[config.mk]
export PLATFORM = sky130hd
export DESIGN_NAME = gsbm_ram
export DESIGN_NICKNAME = d
export VERILOG_FILES = /design/src/rtl/core/gsbm_ram.sv
export SDC_FILE = /design/constraint.sdc
export NUM_CORES = 1
export LEC_CHECK = 0
export ABC_CLOCK_PERIOD_IN_PS = 3000
export CORE_AREA = 10 10 136 138
export DETAILED_ROUTE_END_ITERATION = 7
export DIE_AREA = 0 0 146 148
export DONT_BUFFER_PORTS = 1
export RECOVER_POWER = 50
export SETUP_SLACK_MARGIN = 0.1
export SYNTH_ARGS = -nofsm -noshare
export SYNTH_HDL_FRONTEND = slang
export SYNTH_SLANG_ARGS = --single-unit
[constraint.sdc]
create_clock -name clk_i -period 3 [get_ports clk_i]
set_input_delay 0.15 -clock clk_i [delete_from_list [all_inputs] [get_ports clk_i]]
set_output_delay 0.15 -clock clk_i [all_outputs]
set_load 0.005 [all_outputs]
[src/rtl/core/gsbm_ram.sv]
// generic single-write, single-read memory with registered read data
`timescale 1ns / 1ps

module gsbm_ram #(
  parameter int unsigned WIDTH = 8,
  parameter int unsigned DEPTH = 16
) (
  input  logic                     clk_i,
  input  logic                     we_i,
  input  logic [$clog2(DEPTH)-1:0] waddr_i,
  input  logic [WIDTH-1:0]         wdata_i,
  input  logic [$clog2(DEPTH)-1:0] raddr_i,
  output logic [WIDTH-1:0]         rdata_o
);

  logic [WIDTH-1:0] mem_q [DEPTH];
  logic [WIDTH-1:0] rdata_q;

  always_ff @(posedge clk_i) begin
    if (we_i) begin
      mem_q[waddr_i] <= wdata_i;
    end
    rdata_q <= mem_q[raddr_i];
  end

  assign rdata_o = rdata_q;

endmodule

; ---- After elaboration in Yosys (flattened, before gate mapping)
; Memories as Yosys holds them, arrays and structs flattened. A register that Yosys moved wholly into a read port is not among the register bits.
; Cells that the tools add are included.
[word_totals]
mem_bits_ro = 0
reg_bits = 0
ram_bits = 128
word_cells = 3
mem_count = 1
in_bits = 18
latchBits = 0
[classes]
addsub = 0
mul = 0
n_lt_le_gt_ge = 0
n_reduce_logical = 0
n_bitwise = 0
n_shift = 0
div_mod_pow = 0
eq_ne = 0
mux = 2
[mem_list]
columns = name, depth, width, read_ports, rd_clocked_by_memory_dff, wr, line_no
row1 = mem_q, 16, 8, 1, 1, 1, 16  ; logic [WIDTH-1:0] mem_q [DEPTH];
[op_table]
columns = cell, count
row1 = 2-to-1 mux 1 bit, 2

; ---- Depth between registers and ports, before layout
[depth]
depth_word = 2
depth_mapped = 5
ltp_nobuf = 3

; ---- Least setup slack after synthesis
; Ideal clock, no wire load.
[synth_path]
kind = input -> register
start = input port waddr_i[2]
end = memory mem_q[0][0] (enable)
t_arrival_ns = 1.260
t_required_ns = 2.617
path_slack_ns = 1.357
stages = 2
path_cell_list = or3b_2 nor3_1
[synth_rtl]
columns = item, line_no
row1 = from (decl), 10  ; input logic [$clog2(DEPTH)-1:0] waddr_i,
row2 = to (decl), 16
; Straight into the memory's write port.

==> impl_metrics.ini <==
[outcome]
outcome = finished, final reports clean

[power]
sw_frac_of_total = 0.204
cellInternalPower_mw = 3.32
clock_power_share = 0.451
power_frac_seq = 0.513
power-per-cell-area_mw_per_mm2 = 699
total_power_mw = 4.17
vdd_drop_max_mv = 0.494
comb_power_share = 0.035
leakage_power_total_nw = 1.88
p_switching_mw = 0.851

[global_route]
first_global_vias = 2545
first_pass_grt_wire_length_um = 15600
pin_count_of_the_biggest_net_entering_global_routing = 33
grt.overflow.total = 0
global_route.usage.total = 0.0980
grt_antenna_before_repair = 0

[flow_run]
cap_violations = 0

[layout]
layout.cell_area.non_filler_mm2 = 0.00597
drive_gt1_frac = 0.179
antenna-diode-count = 0
synthToLayoutAreaGrowth_pct = 15.9
layout_commonest_cell = edfxtp_1
nNetsFinal = 268
layout.cells.most_common_list = edfxtp_1 (128), mux4_2 (18), clkbuf_16 (17), a22oi_1 (16), mux4_1 (14)

[synth]
synth-seq-cells = 136
synth_top_cell_area_share = 0.747
ys.warnings.count = 0
syn_area_per_cell_um2 = 22.5
synth_cells = 229
mappedNetlistArea_mm2 = 0.00515
yosysSeqAreaShare = 0.778
synthDominantAreaCellType = edfxtp_1
ys_types = 19
synth_fp_nets = 247
ys_top_cells_by_area = edfxtp_1 (75%), mux4_2 (7.9%), mux4_1 (7.1%), dfxtp_1 (3.1%), a22oi_1 (2.3%)

[route]
wire_per_inst_um = 21.5
postRouteWirelength_um = 10300
drc = 0
dr_total_vias = 2375
avgViaCountPerCell = 4.96
route.antenna.remaining_nets = 0
drc_violation_total_after_the_first_tritonroute_iteration = 199
drt-pass1-iter-count = 5

[clocking]
h_tree_levels = 4
root_buffer = clkbuf_16
clk_pin_slew_worst_paths_ns = 0.06
clock_tree.buffer_depth = 2
clock_sinks = 136
cts.repair.resized = 0
clock_latency_ns = 0.41
numCtsBuffers = 17
clock_tree_from_tritoncts = built

[floorplanning]
floorplan.core_area_mm2 = 0.0157
initial_core_util = 0.328
die_height_um = 148
die_w_um = 146
std_cell_rows = 46
io_pins = 26
die_area_mm2 = 0.0216

[sta]
finalSetupViolations = 0
final_min_period_over_clock_period = 0.491
worst_slew_margin_rel = 0.273
fin_worst_hold_slack_ns = 0.0445
final_worst_slack_ns = 1.53
finalWorstPathRequiredPeriod_ns = 1.47
rsz_0062_raised_after_global_routing = no
worstMarginPinSlew_ns = 1.09
maxClockFrequency_ghz = 0.679
fin_skew_ns = 0.00741
totalNegativeSetupSlack_ns = 0
hold_viol = 0
final-max-slew-violation-count = 0

[placed_design]
placed_area_mm2 = 0.00536
post-place-ws_ns = 1.40
place_congestion = 0.762
placed_wire_length_estimate_after_detailed_placement_um = 6590
port_buffers = 0

[worst_setup_path]
endpoint_kind = flip-flop
worstSetupStartpointType = flip-flop
worstPathArrival_ns = 1.76
crit_type = reg -> reg
critPathRequiredTime_ns = 3.29
crit_path_max_fanout = 1
setup.reg_to_reg.worst_slack_ns = 1.53

[worst_hold_path]
timing.hold.worst.class = in -> reg
-- power by group through the flow --
stage	Sequential, mW	Combinational (mW)	Clock, mW
after floorplan	2.17	0.108	0
after global placement	2.18	0.111	0
after detailed placement	2.18	0.113	0
after CTS	2.14	0.149	1.91
after global routing	2.14	0.159	1.99
final	2.14	0.147	1.88
-- what timing repair did --
action	CTS	global route
buffers inserted	0	0
hold buffers	8	0
hold endpoints to repair	128	0
-- through the flow --
step / util / cells
2_1_floorplan: - / 229
3_3_place_gp: 0.341 / 439
3_5_place_dp: 0.341 / 439
4_1_cts: 0.381 / 479
5_1_grt: 0.380 / 479
6_report: 0.380 / 479
-- cell usage after synthesis (all sizes together) --
| library cell | n |
|---|---|
| or3b | 1 |
| mux4 | 32 |
| and2 | 1 |
| nor3 | 4 |
| nand3b | 2 |
| nor2 | 13 |
| buf | 7 |
| nand2b | 2 |
| nand3 | 1 |
| and2b | 1 |
| nand2 | 9 |
| dfxtp | 8 |
| clkdlybuf4s25 | 3 |
| a22oi | 16 |
| edfxtp | 128 |
| nor2b | 1 |
-- path summary, 6_finish.rpt --
path	cells past startpoint	to	startpoint
max reg2reg	3	rdata_o[2]$_DFF_P_	mem_q[1][2]$_DFFE_PP_
max	3	rdata_o[2]$_DFF_P_	mem_q[1][2]$_DFFE_PP_
min	3	rdata_o[2]$_DFF_P_	raddr_i[1]
min reg2reg	3	rdata_o[2]$_DFF_P_	mem_q[8][2]$_DFFE_PP_
-- metal layers --
layer  share of wire  wire (um)  global-route usage
met1            0.46       4720               0.133
met2            0.47       4830               0.143
met3           0.067        691              0.0375
met4          0.0053         55              0.0300
met5               0          0                   0
-- logic make-up (layout without fill, tap and decap cells) --
kind of cell | after synthesis | count (layout) | share of synthesized area
flip-flops | 136 | 136 | 0.778
AND/OR/NAND/NOR | 35 | 35 | 0.0318
multiplexers | 32 | 32 | 0.150
AO/OA/AOI/OAI | 16 | 16 | 0.0233
buffers and inverters | 10 | 44 | 0.0168
-- final cells by class --
| cell class | count | area (um^2) |
|---|---|---|
| clock inverters | 14 | 110 |
| well taps | 216 | 270 |
| multi-input cells | 83 | 1060 |
| fillers | 1396 | 9750 |
| flip-flops and latches | 136 | 4000 |
| clock buffers | 18 | 429 |
| repair buffers | 12 | 95.1 |
-- flip-flops by register name (all words and copies together), names as in the netlist --
register and cells:
rdata_o 8, mem_q 128
-- critical path: stages (launching register included) --
cell and delay, ns:
edfxtp_1 0.36, mux4_1 0.54, a22oi_1 0.36, nand2_1 0.09
Note: power is estimated with default switching activity, not from simulation.
