`src/rtl/core/gsbm_pkg.sv`:
```
// types, constants and helpers of the graph sketch bucket matrix
`timescale 1ns / 1ps

package gsbm_pkg;

  // matrix side, must be a power of two so that the hash reduction is a mask
  localparam int unsigned ROWS       = 16;
  localparam int unsigned HASH_COUNT = 4;

  localparam int unsigned ROW_W  = $clog2(ROWS);
  localparam int unsigned HASH_W = (HASH_COUNT > 1) ? $clog2(HASH_COUNT) : 1;
  localparam int unsigned IDX_W  = (ROW_W > HASH_W) ? ROW_W : HASH_W;
  localparam int unsigned CELLS  = ROWS * ROWS;
  localparam int unsigned CELL_W = 2 * ROW_W;

  localparam int unsigned KIND_W     = 2;
  localparam int unsigned FP_W       = 6;
  localparam int unsigned PRINT_W    = 32;
  localparam int unsigned VALUE_W    = 64;
  localparam int unsigned COUNT_W    = 9;
  localparam int unsigned CFG_IDX_W  = 1;
  localparam int unsigned CFG_DATA_W = 32;
  localparam int unsigned SEED_W     = 32;

  localparam logic [FP_W-1:0] FP_BITS_RESET = FP_W'(16);

  // hash constants; only the low ROW_W bits matter after the reduction
  localparam logic [31:0] ROW_BASE_K = 32'h7c5526b3;
  localparam logic [31:0] ROW_MUL_K  = 32'h9e3779b9;
  localparam logic [31:0] COL_BASE_K = 32'h919cd373;
  localparam logic [31:0] COL_MUL_K  = 32'h85ebca6b;
  localparam logic [31:0] ROW_STEP_K = 32'd17;
  localparam logic [31:0] ROW_SEED_K = 32'd31;
  localparam logic [31:0] COL_STEP_K = 32'd13;
  localparam logic [31:0] COL_SEED_K = 32'd17;

  localparam logic [ROW_W-1:0] ROW_BASE_LO = ROW_BASE_K[ROW_W-1:0];
  localparam logic [ROW_W-1:0] ROW_MUL_LO  = ROW_MUL_K[ROW_W-1:0];
  localparam logic [ROW_W-1:0] COL_BASE_LO = COL_BASE_K[ROW_W-1:0];
  localparam logic [ROW_W-1:0] COL_MUL_LO  = COL_MUL_K[ROW_W-1:0];
  localparam logic [ROW_W-1:0] ROW_STEP_LO = ROW_STEP_K[ROW_W-1:0];
  localparam logic [ROW_W-1:0] ROW_SEED_LO = ROW_SEED_K[ROW_W-1:0];
  localparam logic [ROW_W-1:0] COL_STEP_LO = COL_STEP_K[ROW_W-1:0];
  localparam logic [ROW_W-1:0] COL_SEED_LO = COL_SEED_K[ROW_W-1:0];

  typedef enum logic [KIND_W-1:0] {
    KIND_INSERT  = 2'd0,
    KIND_EDGE    = 2'd1,
    KIND_IN_DEG  = 2'd2,
    KIND_OUT_DEG = 2'd3
  } kind_e;

  typedef enum logic [CFG_IDX_W-1:0] {
    CFG_FP_BITS = 1'b0,
    CFG_SEED    = 1'b1
  } cfg_idx_e;

  typedef enum logic [2:0] {
    ST_IDLE,
    ST_PREP,
    ST_HASH,
    ST_SCAN,
    ST_FIN
  } state_e;

  typedef struct packed {
    logic [PRINT_W-1:0] src_print;
    logic [PRINT_W-1:0] dst_print;
    logic [VALUE_W-1:0] weight;
  } cell_t;

  localparam int unsigned CELL_DATA_W = $bits(cell_t);

  typedef struct packed {
    logic               load;
    logic [PRINT_W-1:0] src;
    logic [PRINT_W-1:0] dst;
    logic [HASH_W-1:0]  row_idx;
    logic [HASH_W-1:0]  col_idx;
  } hash_req_t;

  typedef struct packed {
    logic [ROW_W-1:0] row;
    logic [ROW_W-1:0] col;
  } hash_rsp_t;

  typedef struct packed {
    logic               hit;
    logic [VALUE_W-1:0] answer;
    logic [COUNT_W-1:0] occupied;
  } result_t;

  function automatic logic [PRINT_W-1:0] print_mask(input logic [FP_W-1:0] bits);
    logic [PRINT_W-1:0] m;
    if (bits >= FP_W'(PRINT_W)) begin
      m = '1;
    end else begin
      m = (PRINT_W'(1) << bits) - PRINT_W'(1);
    end
    return m;
  endfunction

endpackage

```
`src/rtl/core/gsbm_hash.sv`:
```
// row and column hashing of the fingerprints
`timescale 1ns / 1ps

module gsbm_hash (
  input  logic                         clk_i,
  input  logic [gsbm_pkg::SEED_W-1:0]  seed_i,
  input  gsbm_pkg::hash_req_t          req_i,
  output gsbm_pkg::hash_rsp_t          rsp_o
);

  logic [gsbm_pkg::ROW_W-1:0] seed_lo;
  logic [gsbm_pkg::ROW_W-1:0] rbase_q, cbase_q, rofs_q, cofs_q;
  logic [gsbm_pkg::ROW_W-1:0] rsum_q, csum_q;
  logic [gsbm_pkg::ROW_W-1:0] rstep, cstep;

  assign seed_lo = seed_i[gsbm_pkg::ROW_W-1:0];

  // seed terms follow the seed register in the next cycle
  always_ff @(posedge clk_i) begin
    rbase_q <= gsbm_pkg::ROW_BASE_LO ^
               gsbm_pkg::ROW_W'(seed_lo * gsbm_pkg::ROW_MUL_LO);
    cbase_q <= gsbm_pkg::COL_BASE_LO ^
               gsbm_pkg::ROW_W'(seed_lo * gsbm_pkg::COL_MUL_LO);
    rofs_q  <= gsbm_pkg::ROW_W'(seed_lo * gsbm_pkg::ROW_SEED_LO);
    cofs_q  <= gsbm_pkg::ROW_W'(seed_lo * gsbm_pkg::COL_SEED_LO);
    if (req_i.load) begin
      rsum_q <= gsbm_pkg::ROW_W'((req_i.src[gsbm_pkg::ROW_W-1:0] ^ rbase_q) + rofs_q);
      csum_q <= gsbm_pkg::ROW_W'((req_i.dst[gsbm_pkg::ROW_W-1:0] ^ cbase_q) + cofs_q);
    end
  end

  assign rstep = gsbm_pkg::ROW_W'(req_i.row_idx * gsbm_pkg::ROW_STEP_LO);
  assign cstep = gsbm_pkg::ROW_W'(req_i.col_idx * gsbm_pkg::COL_STEP_LO);

  assign rsp_o.row = gsbm_pkg::ROW_W'(rsum_q + rstep);
  assign rsp_o.col = gsbm_pkg::ROW_W'(csum_q + cstep);

endmodule

```
`config.mk`:
```
export PLATFORM = sky130hd
export DESIGN_NAME = gsbm_hash
export DESIGN_NICKNAME = d
export VERILOG_FILES = /design/src/rtl/core/gsbm_pkg.sv /design/src/rtl/core/gsbm_hash.sv
export SDC_FILE = /design/constraint.sdc
export NUM_CORES = 1
export LEC_CHECK = 0
export BUFFER_PORTS_ARGS = -buffer_cell sky130_fd_sc_hd__buf_2
export CAP_MARGIN = 20
export CORE_MARGIN = 2
export CORE_UTILIZATION = 39
export CTS_CLUSTER_DIAMETER = 120
export CTS_CLUSTER_SIZE = 20
export DETAILED_ROUTE_END_ITERATION = 16
export GPL_ROUTABILITY_DRIVEN = 0
export PLACE_DENSITY = 0.86
export SYNTH_ARGS = -nofsm -noshare
export SYNTH_HDL_FRONTEND = slang
export SYNTH_SLANG_ARGS = --single-unit
```
`constraint.sdc`:
```
create_clock -name clk_i -period 3.27 [get_ports clk_i]
set_input_delay 0.327 -clock clk_i [delete_from_list [all_inputs] [get_ports clk_i]]
set_output_delay 0.327 -clock clk_i [all_outputs]
set_load 0.02 [all_outputs]
```
# Yosys cells after proc, flatten, opt, wreduce, memory -nomap -nowiden
# Cells that the tools add are included.
# W data, S select, Z words.
[classes] addsub=4 multipliers=4 n_bitwise=4
[op_table] cell="$add A4 B4 Y4" n=3
[op_table] cell="$mul A4 B4 Y4 const B" n=2
[op_table] cell="$xor A4 B4 Y4" n=2
[op_table] cell="$add A4 B2 Y4" n=1
[op_table] cell="$mul A2 B4 Y4 const B" n=1
[op_table] cell="$mul A4 B1 Y4 const B" n=1
[op_table] cell="$not A2 Y2" n=2
[totals] regBits=24 inputBits=102 output_inout_bits=8 elab_cells=18

# Depth between registers and ports, before layout
[depth] word_depth=2 depth_mapped=7 depth_no_buf=7

# Least setup slack after synthesis
# No wires, ideal clock.
[synth_path] path_type="register to output" start="reg csum_q[1] (netlist bit)" end="out rsp_o[3] (netlist bit)" t_arrival_ns=1.844 required_time_ns=2.943 setup_slack_ns=1.099 path_stages_with_launch=8 path_buffers=0 cell_sequence="edfxtp_1 ha_1 ha_1 inv_1 fa_1 xor2_1 xnor2_1 xnor2_1"
[synth_rtl] element="start: declaration" line_no="gsbm_hash.sv:13" text="logic [gsbm_pkg::ROW_W-1:0] rsum_q, csum_q;"
[synth_rtl] element="start signal: assignment" line_no="gsbm_hash.sv:28" text="csum_q <= gsbm_pkg::ROW_W'((req_i.dst[gsbm_pkg::ROW_W-1:0] ^ cbase_q) + cofs_q);"
[synth_rtl] element="end: declaration" line_no="gsbm_hash.sv:8" text="output gsbm_pkg::hash_rsp_t rsp_o"

==> qor.txt <==
Fmax - 0.397 GHz
hold_ws - 0.181 ns
syn avg cell area - 12.5 µm²
Critical Setup Path Class - flop to output port
Synthesis Warnings - 0
Setup crit end kind - output port
Total GRT Usage - 0.112
TritonCTS Buffers - 3
startpoint types - flop
synthesis-to-finish area growth - 16.8%
CTS tree - done
die height - 57.9 µm
die width - 57.9 µm
Sw Ratio - 0.319
most frequent cells in the layout - 25 x buf_2, 17 x xnor2_1, 17 x ha_1, 16 x inv_1, 13 x dfxtp_1
vias in the first global route - 761
fin crit period - 2.52 ns
DP HPWL - 1.47 mm
post_cts resized - 0
count of cell types in the netlist - 12
die area - 3350 µm²
DR DRC count - 0
CTS H-tree lvls - 1
clock slew at reported path FFs - 0.10 ns
post-route cell area - 1320 µm²
CTS max path bufs - 2
leakage dissipation - 0.000644 µW
Hold Path Class - input pin to flop
#FFs+latches synth - 21
Seq/Total Area, Yosys - 0.442
Max-Cap Viols - 0
Final Cycle Share - 0.770
Clk Latency, worst-skew pair - 0.30 ns
routed vias - 676
Final #Nets - 244
Setup Buffers After CTS - 0
drt via density - 4.48
Sequential Power Share - 0.472
Mapped Nets - 214
WL final - 1.63 mm
Cells after DPL - 147
First DRT Iteration DRCs - 2
clock network fraction of design power - 0.167
total gr overflow - 0
setup violators final - 0
non-filler instance count after layout - 151
fin. max-slew vios - 0
Initial Util - 0.411
internal power - 480 µW
P per Cell Area - 533 nW/µm²
RSZ-0062 raised after global routing - false
port buffer count - 25
DR WL/cell - 10.8 µm
hold buffers post-CTS - 0
antenna diode count - 0
Post-Synthesis Cells - 91
Psw - 225 µW
placed cell areas - 1300 µm²
most common cell after layout, fill and taps aside - buf_2
Hold Fails Final Rpt - 0
run status - complete, no violations
Routed Antenna Nets - 0
Fill cells - 273
Worst Tran Pin Value - 0.255 ns
Setup Total Neg Slack - 0 ns
clk root buf - clkbuf_4
Worst Path Arrival - 2.19 ns
core footprint - 2760 µm²
First-pass DRT Iterations - 2
share of cells above drive strength 1 - 0.250
initial antenna violation count - 0
peak supply drop - 355 µV
num rows - 19
Syn Std Cell Area - 1130 µm²
slew margin rel. - 0.829
pin count of the biggest net entering global routing - 12
CTS sink count - 21
CP Max Fanout - 1
Crit path required time - 2.94 ns
# IOs - 110
worst clock skew - 0.00872 ns
Combinational Power Share - 0.361
first-pass GRT wire length - 2.86 mm
[final cells by class]
class,instances,area [µm²],area share
Multi-Input combinational cell,54,573,0.433
Sequential cell,21,500,0.378
Inverter,16,60.1,0.0454
Clock buffer,4,26.3,0.0198
Timing Repair Buffer,25,125,0.0945
Tap cell,31,38.8,0.0293
[power by group through the flow]
stage | Sequential [µW] | Clock (µW) | Combinational, µW
2_1_floorplan | 335 | 0 | 188
3_3_place_gp | 337 | 0 | 245
3_5_place_dp | 340 | 0 | 260
4_1_cts | 334 | 125 | 261
5_1_grt | 337 | 135 | 290
6_report | 333 | 118 | 255
[per-layer routing]
metal,GRT usage,vias to the layer above,part of all wire
met5,0,-,0
met4,0.0498,0,0.013
met3,0.0156,2,0.069
met2,0.226,26,0.55
met1,0.110,305,0.37
li1,-,343,-
[metrics by stage]
stage / util / total power (µW) / worst slack, ns
detailed placement: 0.471 / 600 / 0.975
floorplan: - / 523 / 1.10
CTS: 0.480 / 720 / 0.714
finish: 0.480 / 705 / 0.751
global route: 0.480 / 762 / 0.599
global placement: 0.471 / 582 / 1.03
[flip-flops by register name, summed over array words and instances (netlist names)]
name,cells
rbase_q,2
cofs_q,4
cbase_q,4
rsum_q,4
rofs_q,3
csum_q,4
[cell usage after synthesis]
library cell / count / area (µm²)
xnor2_1: 17 / 149
ha_1: 17 / 213
fa_1: 4 / 80.1
a21oi_1: 2 / 10.0
inv_1: 16 / 60.1
nand2_1: 1 / 3.75
dfxtp_1: 13 / 260
xor2_2: 1 / 16.3
a21o_1: 3 / 22.5
and2b_2: 1 / 8.76
edfxtp_1: 8 / 240
xor2_1: 8 / 70.1
[logic make-up after synthesis]
group | Yosys count | synth area share
AOI/OAI and AO/OA | 5 | 0.0287
buffers and inverters | 16 | 0.0530
DFF | 21 | 0.442
and+or+nand+nor | 2 | 0.0110
adders and majority gates | 21 | 0.258
xor gates and xnor gates | 26 | 0.208
[worst max-delay path, cell delays in order, from the launching register on]
cell      delay, ns
edfxtp_1       0.39
ha_1           0.29
ha_1           0.13
inv_1          0.05
fa_1           0.38
xor2_1         0.18
xnor2_1        0.18
xnor2_1        0.13
buf_2          0.18
[path summary, 6_finish.rpt]
check,from,end,slack [ns],cells after the start
setup reg to reg,cbase_q[0]$_DFF_P_,rsum_q[2]$_DFFE_PP_,1.74,5
hold / removal,seed_i[1],cofs_q[1]$_DFF_P_,0.18,1
setup / recovery,csum_q[1]$_DFFE_PP_,rsp_o[3],0.75,8
hold reg to reg,cofs_q[0]$_DFF_P_,csum_q[0]$_DFFE_PP_,0.59,1
No activity file was read; power rests on OpenSTA's default activity.
