[src/rtl/core/gsbm_pkg.sv]
// types, constants and helpers of the graph sketch bucket matrix
`timescale 1ns / 1ps

package gsbm_pkg;

  // matrix side, must be a power of two so that the hash reduction is a mask
  localparam int unsigned ROWS       = 16;
  localparam int unsigned HASH_COUNT = 4;

  localparam int unsigned ROW_W  = $clog2(ROWS);
  localparam int unsigned HASH_W = (HASH_COUNT > 1) ? $clog2(HASH_COUNT) : 1;
  localparam int unsigned IDX_W  = (ROW_W > HASH_W) ? ROW_W : HASH_W;
  localparam int unsigned CELLS  = ROWS * ROWS;
  localparam int unsigned CELL_W = 2 * ROW_W;

  localparam int unsigned KIND_W     = 2;
  localparam int unsigned FP_W       = 6;
  localparam int unsigned PRINT_W    = 32;
  localparam int unsigned VALUE_W    = 64;
  localparam int unsigned COUNT_W    = 9;
  localparam int unsigned CFG_IDX_W  = 1;
  localparam int unsigned CFG_DATA_W = 32;
  localparam int unsigned SEED_W     = 32;

  localparam logic [FP_W-1:0] FP_BITS_RESET = FP_W'(16);

  // hash constants; only the low ROW_W bits matter after the reduction
  localparam logic [31:0] ROW_BASE_K = 32'h7c5526b3;
  localparam logic [31:0] ROW_MUL_K  = 32'h9e3779b9;
  localparam logic [31:0] COL_BASE_K = 32'h919cd373;
  localparam logic [31:0] COL_MUL_K  = 32'h85ebca6b;
  localparam logic [31:0] ROW_STEP_K = 32'd17;
  localparam logic [31:0] ROW_SEED_K = 32'd31;
  localparam logic [31:0] COL_STEP_K = 32'd13;
  localparam logic [31:0] COL_SEED_K = 32'd17;

  localparam logic [ROW_W-1:0] ROW_BASE_LO = ROW_BASE_K[ROW_W-1:0];
  localparam logic [ROW_W-1:0] ROW_MUL_LO  = ROW_MUL_K[ROW_W-1:0];
  localparam logic [ROW_W-1:0] COL_BASE_LO = COL_BASE_K[ROW_W-1:0];
  localparam logic [ROW_W-1:0] COL_MUL_LO  = COL_MUL_K[ROW_W-1:0];
  localparam logic [ROW_W-1:0] ROW_STEP_LO = ROW_STEP_K[ROW_W-1:0];
  localparam logic [ROW_W-1:0] ROW_SEED_LO = ROW_SEED_K[ROW_W-1:0];
  localparam logic [ROW_W-1:0] COL_STEP_LO = COL_STEP_K[ROW_W-1:0];
  localparam logic [ROW_W-1:0] COL_SEED_LO = COL_SEED_K[ROW_W-1:0];

  typedef enum logic [KIND_W-1:0] {
    KIND_INSERT  = 2'd0,
    KIND_EDGE    = 2'd1,
    KIND_IN_DEG  = 2'd2,
    KIND_OUT_DEG = 2'd3
  } kind_e;

  typedef enum logic [CFG_IDX_W-1:0] {
    CFG_FP_BITS = 1'b0,
    CFG_SEED    = 1'b1
  } cfg_idx_e;

  typedef enum logic [2:0] {
    ST_IDLE,
    ST_PREP,
    ST_HASH,
    ST_SCAN,
    ST_FIN
  } state_e;

  typedef struct packed {
    logic [PRINT_W-1:0] src_print;
    logic [PRINT_W-1:0] dst_print;
    logic [VALUE_W-1:0] weight;
  } cell_t;

  localparam int unsigned CELL_DATA_W = $bits(cell_t);

  typedef struct packed {
    logic               load;
    logic [PRINT_W-1:0] src;
    logic [PRINT_W-1:0] dst;
    logic [HASH_W-1:0]  row_idx;
    logic [HASH_W-1:0]  col_idx;
  } hash_req_t;

  typedef struct packed {
    logic [ROW_W-1:0] row;
    logic [ROW_W-1:0] col;
  } hash_rsp_t;

  typedef struct packed {
    logic               hit;
    logic [VALUE_W-1:0] answer;
    logic [COUNT_W-1:0] occupied;
  } result_t;

  function automatic logic [PRINT_W-1:0] print_mask(input logic [FP_W-1:0] bits);
    logic [PRINT_W-1:0] m;
    if (bits >= FP_W'(PRINT_W)) begin
      m = '1;
    end else begin
      m = (PRINT_W'(1) << bits) - PRINT_W'(1);
    end
    return m;
  endfunction

endpackage

[src/rtl/core/gsbm_scan.sv]
// sequencer that probes and updates the bucket memory
`timescale 1ns / 1ps

module gsbm_scan (
  input  logic                               clk_i,
  input  logic                               rst_ni,
  input  logic                               start_i,
  input  logic [gsbm_pkg::KIND_W-1:0]        kind_i,
  input  logic [gsbm_pkg::PRINT_W-1:0]       src_i,
  input  logic [gsbm_pkg::PRINT_W-1:0]       dst_i,
  input  logic [gsbm_pkg::VALUE_W-1:0]       value_i,
  input  logic [gsbm_pkg::FP_W-1:0]          fp_bits_i,
  output logic                               busy_o,
  output gsbm_pkg::hash_req_t                hash_req_o,
  input  gsbm_pkg::hash_rsp_t                hash_rsp_i,
  output logic                               ram_we_o,
  output logic [gsbm_pkg::CELL_W-1:0]        ram_waddr_o,
  output logic [gsbm_pkg::CELL_DATA_W-1:0]   ram_wdata_o,
  output logic [gsbm_pkg::CELL_W-1:0]        ram_raddr_o,
  input  logic [gsbm_pkg::CELL_DATA_W-1:0]   ram_rdata_i,
  output logic                               res_valid_o,
  input  logic                               res_ready_i,
  output gsbm_pkg::result_t                  res_o
);

  gsbm_pkg::state_e state_q, state_d;
  gsbm_pkg::kind_e  kind_q;

  logic [gsbm_pkg::PRINT_W-1:0] src_q, dst_q;
  logic [gsbm_pkg::VALUE_W-1:0] value_q;

  logic [gsbm_pkg::HASH_W-1:0] outer_q, outer_d;
  logic [gsbm_pkg::IDX_W-1:0]  inner_q, inner_d;
  logic                        issue_on_q, issue_on_d;

  logic                        ev_valid_q, ev_valid_d;
  logic                        ev_last_q, ev_last_d;
  logic [gsbm_pkg::CELL_W-1:0] ev_addr_q;
  logic                        ev_used_q;

  logic                         hit_q, hit_d;
  logic [gsbm_pkg::VALUE_W-1:0] acc_q, acc_d;
  logic [gsbm_pkg::COUNT_W-1:0] count_q, count_d;
  logic [gsbm_pkg::CELLS-1:0]   used_q, used_d;

  logic                         probe_mode;
  logic [gsbm_pkg::IDX_W-1:0]   last_inner;
  logic                         issue_last;
  logic [gsbm_pkg::CELL_W-1:0]  issue_addr;
  logic [gsbm_pkg::PRINT_W-1:0] mask, ms, md;
  gsbm_pkg::cell_t              rd;
  logic                         src_match, dst_match;
  logic                         finish;

  // insert and edge query walk the candidate grid, degree queries walk lines
  assign probe_mode = (kind_q == gsbm_pkg::KIND_INSERT) || (kind_q == gsbm_pkg::KIND_EDGE);
  assign last_inner = probe_mode ? gsbm_pkg::IDX_W'(gsbm_pkg::HASH_COUNT - 1)
                                 : gsbm_pkg::IDX_W'(gsbm_pkg::ROWS - 1);
  assign issue_last = issue_on_q &&
                      (outer_q == gsbm_pkg::HASH_W'(gsbm_pkg::HASH_COUNT - 1)) &&
                      (inner_q == last_inner);

  assign hash_req_o.load    = (state_q == gsbm_pkg::ST_HASH);
  assign hash_req_o.src     = src_q;
  assign hash_req_o.dst     = dst_q;
  assign hash_req_o.row_idx = outer_q;
  assign hash_req_o.col_idx = probe_mode ? inner_q[gsbm_pkg::HASH_W-1:0] : outer_q;

  always_comb begin
    case (kind_q)
      gsbm_pkg::KIND_IN_DEG:  issue_addr = {inner_q[gsbm_pkg::ROW_W-1:0], hash_rsp_i.col};
      gsbm_pkg::KIND_OUT_DEG: issue_addr = {hash_rsp_i.row, inner_q[gsbm_pkg::ROW_W-1:0]};
      default:                issue_addr = {hash_rsp_i.row, hash_rsp_i.col};
    endcase
  end

  assign ram_raddr_o = issue_addr;
  assign ram_waddr_o = ev_addr_q;

  assign mask      = gsbm_pkg::print_mask(fp_bits_i);
  assign ms        = src_q & mask;
  assign md        = dst_q & mask;
  assign rd        = gsbm_pkg::cell_t'(ram_rdata_i);
  assign src_match = ((rd.src_print & mask) == ms);
  assign dst_match = ((rd.dst_print & mask) == md);

  always_comb begin
    state_d     = state_q;
    outer_d     = outer_q;
    inner_d     = inner_q;
    issue_on_d  = issue_on_q;
    ev_valid_d  = 1'b0;
    ev_last_d   = issue_last;
    hit_d       = hit_q;
    acc_d       = acc_q;
    count_d     = count_q;
    used_d      = used_q;
    ram_we_o    = 1'b0;
    ram_wdata_o = {ms, md, value_q};
    res_valid_o = 1'b0;
    finish      = 1'b0;

    case (state_q)
      gsbm_pkg::ST_IDLE: begin
        if (start_i) begin
          state_d = gsbm_pkg::ST_PREP;
        end
      end
      // a wait state for the seed terms to settle after a seed write
      gsbm_pkg::ST_PREP: begin
        state_d = gsbm_pkg::ST_HASH;
      end
      gsbm_pkg::ST_HASH: begin
        outer_d    = '0;
        inner_d    = '0;
        issue_on_d = 1'b1;
        hit_d      = 1'b0;
        acc_d      = '0;
        state_d    = gsbm_pkg::ST_SCAN;
      end
      gsbm_pkg::ST_SCAN: begin
        if (issue_on_q) begin
          ev_valid_d = 1'b1;
          if (inner_q == last_inner) begin
            inner_d = '0;
            outer_d = gsbm_pkg::HASH_W'(outer_q + 1'b1);
          end else begin
            inner_d = gsbm_pkg::IDX_W'(inner_q + 1'b1);
          end
          if (issue_last) begin
            issue_on_d = 1'b0;
          end
        end
        if (ev_valid_q) begin
          case (kind_q)
            gsbm_pkg::KIND_INSERT: begin
              if (!ev_used_q) begin
                ram_we_o          = 1'b1;
                used_d[ev_addr_q] = 1'b1;
                count_d           = gsbm_pkg::COUNT_W'(count_q + 1'b1);
                hit_d             = 1'b1;
                finish            = 1'b1;
              end else if (src_match && dst_match) begin
                // keep the prints as stored, replace the weight
                ram_we_o    = 1'b1;
                ram_wdata_o = {rd.src_print, rd.dst_print, value_q};
                hit_d       = 1'b1;
                finish      = 1'b1;
              end
            end
            gsbm_pkg::KIND_EDGE: begin
              if (ev_used_q && src_match && dst_match) begin
                acc_d  = rd.weight;
                hit_d  = 1'b1;
                finish = 1'b1;
              end
            end
            gsbm_pkg::KIND_IN_DEG: begin
              if (ev_used_q && dst_match) begin
                acc_d = acc_q + rd.weight;
                hit_d = 1'b1;
              end
            end
            gsbm_pkg::KIND_OUT_DEG: begin
              if (ev_used_q && src_match) begin
                acc_d = acc_q + rd.weight;
                hit_d = 1'b1;
              end
            end
            default: begin
            end
          endcase
          if (ev_last_q) begin
            finish = 1'b1;
          end
        end
        // a probe issued past the finishing one is dropped
        if (finish) begin
          issue_on_d = 1'b0;
          ev_valid_d = 1'b0;
          state_d    = gsbm_pkg::ST_FIN;
        end
      end
      gsbm_pkg::ST_FIN: begin
        res_valid_o = 1'b1;
        if (res_ready_i) begin
          state_d = gsbm_pkg::ST_IDLE;
        end
      end
      default: begin
        state_d = gsbm_pkg::ST_IDLE;
      end
    endcase
  end

  always_ff @(posedge clk_i or negedge rst_ni) begin
    if (!rst_ni) begin
      state_q    <= gsbm_pkg::ST_IDLE;
      outer_q    <= '0;
      inner_q    <= '0;
      issue_on_q <= 1'b0;
      ev_valid_q <= 1'b0;
      ev_last_q  <= 1'b0;
      hit_q      <= 1'b0;
      acc_q      <= '0;
      count_q    <= '0;
      used_q     <= '0;
    end else begin
      state_q    <= state_d;
      outer_q    <= outer_d;
      inner_q    <= inner_d;
      issue_on_q <= issue_on_d;
      ev_valid_q <= ev_valid_d;
      ev_last_q  <= ev_last_d;
      hit_q      <= hit_d;
      acc_q      <= acc_d;
      count_q    <= count_d;
      used_q     <= used_d;
    end
  end

  always_ff @(posedge clk_i) begin
    if (start_i && (state_q == gsbm_pkg::ST_IDLE)) begin
      kind_q  <= gsbm_pkg::kind_e'(kind_i);
      src_q   <= src_i;
      dst_q   <= dst_i;
      value_q <= value_i;
    end
    ev_addr_q <= issue_addr;
    ev_used_q <= used_q[issue_addr];
  end

  assign busy_o       = (state_q != gsbm_pkg::ST_IDLE);
  assign res_o.hit    = hit_q;
  assign res_o.answer = hit_q ? acc_q : '0;
  assign res_o.occupied = count_q;

endmodule

[config.mk]
export PLATFORM = sky130hd
export DESIGN_NAME = gsbm_scan
export DESIGN_NICKNAME = d
export VERILOG_FILES = /design/src/rtl/core/gsbm_pkg.sv /design/src/rtl/core/gsbm_scan.sv
export SDC_FILE = /design/constraint.sdc
export NUM_CORES = 1
export LEC_CHECK = 0
export ABC_AREA = 1
export BUFFER_PORTS_ARGS = -buffer_cell sky130_fd_sc_hd__buf_2
export CORE_MARGIN = 2
export CORE_UTILIZATION = 36
export DETAILED_ROUTE_END_ITERATION = 6
export GPL_ROUTABILITY_DRIVEN = 1
export REMOVE_ABC_BUFFERS = 1
export SYNTH_ARGS = -nofsm -noshare
export SYNTH_HDL_FRONTEND = slang
export SYNTH_SLANG_ARGS = --single-unit
[constraint.sdc]
create_clock -name clk_i -period 9.49 [get_ports clk_i]
set_clock_uncertainty 0.1 [all_clocks]
set_input_delay 0.949 -clock clk_i [delete_from_list [all_inputs] [get_ports clk_i]]
set_output_delay 0.949 -clock clk_i [all_outputs]
set_load 0.01 [all_outputs]
### Word-level counts from Yosys, hierarchy flattened

Index checks and enable logic that the tools add are counted.

| storage, ports and cells | value |
|---|---|
| bits in registers | 481 |
| bits of input ports | 276 |
| output and inout port bits | 290 |

| cells by class | value |
|---|---|
| add/subtract/negate cells | 5 |
| $lt $le $gt $ge | 4 |
| equality and inequality tests | 22 |
| shift operators | 1 |
| multiplexer cells | 56 |
| bitwise logic cells | 6 |
| reduce and logical (&&, ||, !) cells | 19 |

Operators by type and width:

| cell | number |
|---|---|
| two-way mux 128 bit | 5 |
| two-way mux 64 bit | 5 |
| OR 256 bit | 1 |
| one-hot mux 64 bit (3 select lines) | 1 |
| bitwise AND 32 bit | 4 |
| one-hot mux 64 bit (2 select lines) | 1 |
| adder 64 bit | 1 |
| == test 32 bit | 2 |
| two-way mux 32 bit | 1 |
| left shift 1 x 6 -> 32 bit, first input constant | 1 |
| subtractor 32 x 2 -> 32 bit, second input constant | 1 |
| two-way mux 1 bit | 24 |
| < comparator 8 x 9 -> 1 bit, second input constant | 2 |
| one-hot mux 8 bit (2 select lines) | 1 |
| one-hot mux 3 bit (5 select lines) | 1 |
| two-way mux 4 bit | 3 |
| inequality test 2 bit, second input constant | 6 |
| AND reduction 6 bit | 2 |
| adder 9 x 1 -> 9 bit, second input constant | 1 |
| two-way mux 3 bit | 3 |
| inequality test 3 bit, second input constant | 3 |
| binary-select mux 1 bit (select 8 bit) | 1 |
| demux 1 bit (select 8 bit) | 1 |
| greater-or-equal comparator 8 x 1 -> 1 bit, second input constant | 1 |
| 26 further kinds | 41 |

### Depth between registers and ports, before layout

| depth | value |
|---|---|
| depth in word-level cells | 14 |
| depth in mapped cells | 28 |

### Worst setup path before layout

No wires, ideal clock.

| timing | value |
|---|---|
| path kind | in2reg |
| start | in start_i |
| end | reg dst_q[0] in the netlist's numbering, enable pin |
| library setup time | 0.621 ns |
| arrival time | 6.359 ns |
| slack | 2.410 ns |
| stages | 2 |
| cells stage by stage | inv_1 -> nor2_1 |

| on the way | value |
|---|---|
| cells in the longest elaborated chain, start to end | 1 |

Ends and longest elaborated chain:

| what | RTL line | text |
|---|---|---|
| from (decl) | gsbm_scan.sv:7 | `input logic start_i,` |
| logical AND 1 bit | gsbm_scan.sv:223 | `if (start_i && (state_q == gsbm_pkg::ST_IDLE)) begin` |
| to (signal assigned) | gsbm_scan.sv:226 | `dst_q <= dst_i;` |
| to (decl) | gsbm_scan.sv:29 | `logic [gsbm_pkg::PRINT_W-1:0] src_q, dst_q;` |

No other way between the ends.
A chain may end at the register's enable or synchronous reset.

### Final worst setup path

| timing | value |
|---|---|
| start | in fp_bits_i[3] in the netlist's numbering |
| end | out ram_wdata_o[125] in the netlist's numbering |

| on the way | value |
|---|---|
| cells in the longest elaborated chain, start to end | 11 |

Ends and longest elaborated chain:

| what | RTL line | text |
|---|---|---|
| from (decl) | gsbm_scan.sv:12 | `input logic [gsbm_pkg::FP_W-1:0] fp_bits_i,` |
| left shift 1 x 6 -> 32 bit | gsbm_pkg.sv:98 | `m = (PRINT_W'(1) << bits) - PRINT_W'(1);` |
| subtractor 32 x 2 -> 32 bit | gsbm_pkg.sv:98 |  |
| two-way mux 32 bit (*) | gsbm_pkg.sv:95 | `if (bits >= FP_W'(PRINT_W)) begin` |
| bitwise AND 32 bit (on tied branches) | -- |  |
| == test 32 bit (on tied branches) | gsbm_scan.sv:84, gsbm_scan.sv:85 |  |
| logical AND 1 bit | gsbm_scan.sv:143 | `end else if (src_match && dst_match) begin` |
| two-way mux 128 bit | gsbm_scan.sv:143 |  |
| two-way mux 128 bit | gsbm_scan.sv:137 | `if (!ev_used_q) begin` |
| two-way mux 128 bit | gsbm_scan.sv:135 | `case (kind_q)` |
| two-way mux 128 bit | gsbm_scan.sv:134 | `if (ev_valid_q) begin` |
| two-way mux 128 bit (*) | gsbm_scan.sv:103 | `case (state_q)` |
| to (decl) | gsbm_scan.sv:18 | `output logic [gsbm_pkg::CELL_DATA_W-1:0] ram_wdata_o,` |

Mark *: on every way between the ends. The rest lies on a longest branch, timed or not.

==> results_dict.tcl <==
set metrics [dict create \
    grt_pass1_vias 24895 \
    design_area_um2 33400 \
    crit_family "simple AND/OR/NAND/NOR gates" \
    crit_slowest_cell "inv_2" \
    die_w_um 282 \
    whs_ns 0.191 \
    r2r_start "kind_q[1]$_DFFE_PP_" \
    ys_seq_area_share_pct 45.5 \
    synth_warnings 0 \
    core.rowCount 101 \
    status "finished clean" \
    hp-class "in -> async" \
    worst-path-buf-inv 4 \
    criticalPathCategory "in -> out" \
    critPathMaxFanout 51 \
    synth_top_family_by_area "simple AND/OR/NAND/NOR gates" \
    io_buffer_count 565 \
    syn_area_um2 27800 \
    max_stage_delay_ns 0.71 \
    instances_no_fill 5075 \
    final_antenna_net_count 0 \
    ctsResizeCount 0 \
    critPathCaptureType "output pin" \
    drc_errors 0 \
    fillers 7818 \
    p_leak_nw 16.7 \
    ff2ff_setup_slack_ns 4.95 \
    synth_fa_ha_area_share_pct 3.09 \
    clk_latency_ns 0.65 \
    power_mw 7.53 \
    muxShareOfSynthArea_pct 0 \
    fin_tns_setup_ns 0 \
    path_cells "buf_2 > nor2_1 > nand3_1 > ha_1 > nand3_1 > inv_2 > nand2_2 > nor2_1 > nand2_1 > nand2_1 > nand2_1 > nand3_1 > nand3_1 > nor2_1 > nand2_1 > nor3_2 > and2_4 > nand2_2 > inv_2 > nand2_1 > o21ai_1 > buf_2" \
    wl_per_cell_um 19.9 \
    dp_cells 4963 \
    clk_pin_slew_ns 0.05 \
    crit_required_ns 8.44 \
    cp.arrival_ns 5.62 \
    vias_per_cell 5.23 \
    ios 566 \
    syn_avg_cell_area_um2 7.94 \
    grt_max_degree 130 \
    peakVddDrop_v 0.000150 \
    die_area_um2 79500 \
    antenna_found_initial 8 \
    tritoncts "built" \
    crit_top_cell "nand2_1" \
    core_region_area_um2 76200 \
    nets 4336 \
    grt_pass1_wl_um 152000 \
    dp_hpwl_um 72300 \
    gp_congestion 0.972 \
    synth_seq_cells 481 \
    synth_area_leader_cell "dfrtp_1" \
    die_h_um 282 \
    fin_crit_sh_pct 70.3 \
    dr.pass1.iters 6 \
    synth_top_area_share_pct 30.8 \
    placed_area_um2 31400 \
    min_period_ns 6.67 \
    post_cts_buffers 0 \
    synth_xor_area_share_pct 2.36 \
    numClockSinks 481 \
    r2r-end "ev_used_q$_DFF_P_" \
    drt-initial-drc-count 2267 \
    area_growth_pct 20.3 \
    synth-simple-area-share_pct 23.5 \
    cts_buffer_depth 3 \
    register_area_um2 12600 \
    start_util_pct 36.5 \
    synth.distinct_cells 56 \
    cap_viol_max_count 0 \
    cts_hold_buffers 0 \
    cts_root_buf "clkbuf_16" \
    syn_inst 3503 \
    final_layout_size_suffix_gt1_share_pct 18.6 \
    multiInputGateArea_um2 12800 \
    grt_use_total_pct 24.9 \
    cp-start-kind "input port" \
    slew_viol_final 0 \
    overflow 0 \
    finalSetupViolCount 0 \
    reg2reg_depth 12 \
    numCtsBuffers 57 \
    via_count 26517 \
    finalWirelength_um 101000 \
    fmaxAchievable_ghz 0.150 \
    p_per_area_nw_per_um2 225 \
    tightest_slew_ns 1.14 \
    max-slew-margin-rel_pct 24.2 \
    rsz0062_at_grt "false" \
    cts-htree-levels 2 \
    synth_compound_area_share_pct 17.0 \
    yosys-top-cells-area "dfrtp_1 31%, edfxtp_1 14%, nand2_1 9.2%" \
    hold_viol 0 \
]
[stage by stage]
stage	setup WS [ns]	util [%]
after global placement	2.87	41.2
after global routing	2.43	43.9
final	2.82	43.9
after CTS	2.91	43.9
after floorplan	-1.70	-
after detailed placement	2.91	41.2
[worst register-to-register path: cells and delay by family (launching register included)]
kind	cells	cell delay, ns
buffers and inverters	1	0.97
AO/OA/AOI/OAI	3	1.15
flip-flops	1	0.63
AND/OR/NAND/NOR	8	1.52
[state kept, by name, indices dropped and copies added, names as in the netlist, 4 cells and up]
signal,flops
value_q,64
ram_waddr_o,8
dst_q,32
count_q,9
acc_q,64
inner_q,4
used_q,256
src_q,32
[placed cells by master (no fill, tap or decap), types with 8 or more instances in the layout]
cell	instances
a21oi_1	173
a31oi_1	27
buf_2	564
buf_4	22
clkbuf_16	60
clkbuf_8	9
clkinv_2	14
dfrtp_1	341
dfxtp_1	9
edfxtp_1	130
ha_1	67
inv_1	414
inv_2	14
nand2_1	680
nand2_2	8
nand3_1	290
nand3b_1	61
nand4_1	41
nor2_1	336
nor3_1	18
nor4_1	10
o211ai_1	84
o21ai_0	332
o21ai_1	21
o21bai_1	132
or2_2	9
xnor2_1	31
xor2_1	44
[routing by layer]
layer / vias to the layer above / routed length, um / global-route usage [%]
met4: 0 / 2860 / 7.20
met1: 12662 / 46500 / 36.1
met2: 993 / 44500 / 38.4
met5: - / 0 / 0
met3: 172 / 7400 / 3.92
li1: 12690 / - / -
[cells by family after synthesis]
| family | count (synthesis) |
|---|---|
| simple gates | 1482 |
| compound gates | 808 |
| buf+inv | 589 |
| flops | 481 |
| xor+xnor | 75 |
| fa+ha+maj | 68 |
[worst max-delay path by stage]
| stage | slack [ns] | end | depth (start not counted) | from |
|---|---|---|---|---|
| 5_1_grt | 2.43 | ram_wdata_o[125] | 22 | fp_bits_i[3] |
| 4_1_cts | 2.91 | ram_wdata_o[125] | 22 | fp_bits_i[3] |
| 3_5_place_dp | 2.91 | ram_wdata_o[125] | 22 | fp_bits_i[3] |
| 6_report | 2.82 | ram_wdata_o[125] | 22 | fp_bits_i[3] |
| 2_1_floorplan | -1.70 | ev_used_q$_DFF_P_ | 11 | kind_q[1]$_DFFE_PP_ |
| 3_3_place_gp | 2.87 | ram_wdata_o[125] | 22 | fp_bits_i[3] |
[area by class of cell]
| cell class | count | area share, % |
|---|---|---|
| well taps | 1030 | 3.85 |
| multi-input cells | 2433 | 38.4 |
| repair buffers | 588 | 9.04 |
| diodes | 5 | 0.0374 |
| inverters | 431 | 4.85 |
| flip-flops and latches | 481 | 37.8 |
| clock buffers | 77 | 4.96 |
| clock inverters | 30 | 1.08 |
[synth_stat cells (all sizes together)]
| library cell | number |
|---|---|
| nand2 | 689 |
| inv | 429 |
| o21ai | 356 |
| nor2 | 350 |
| dfrtp | 342 |
| nand3 | 293 |
| a21oi | 173 |
| o21bai | 132 |
| edfxtp | 130 |
| clkbuf | 112 |
| o211ai | 84 |
| ha | 67 |
| nand3b | 61 |
| buf | 46 |
| nand4 | 46 |
| xor2 | 44 |
| xnor2 | 31 |
| a31oi | 27 |
| nor3 | 19 |
| nor4 | 10 |
| dfxtp | 9 |
| or2 | 9 |
| o21a | 7 |
| a21boi | 6 |
| a21o | 6 |
| o221ai | 6 |
| and2 | 4 |
| a211oi | 3 |
| clkinv | 2 |
| a221oi | 1 |
| a22oi | 1 |
| a311oi | 1 |
| a41o | 1 |
| and3 | 1 |
| fa | 1 |
| o2111ai | 1 |
| o2bb2ai | 1 |
| o311ai | 1 |
| o31ai | 1 |
[where the power goes]
group	leakage, nW	total [mW]	internal, mW	switching (mW)
logic	9.78	2.64	0.853	1.79
registers	5.97	2.55	2.37	0.188
clock network	0.989	2.33	1.37	0.959
total	16.7	7.53	4.59	2.94
Note: power is estimated with default switching activity, not from simulation.
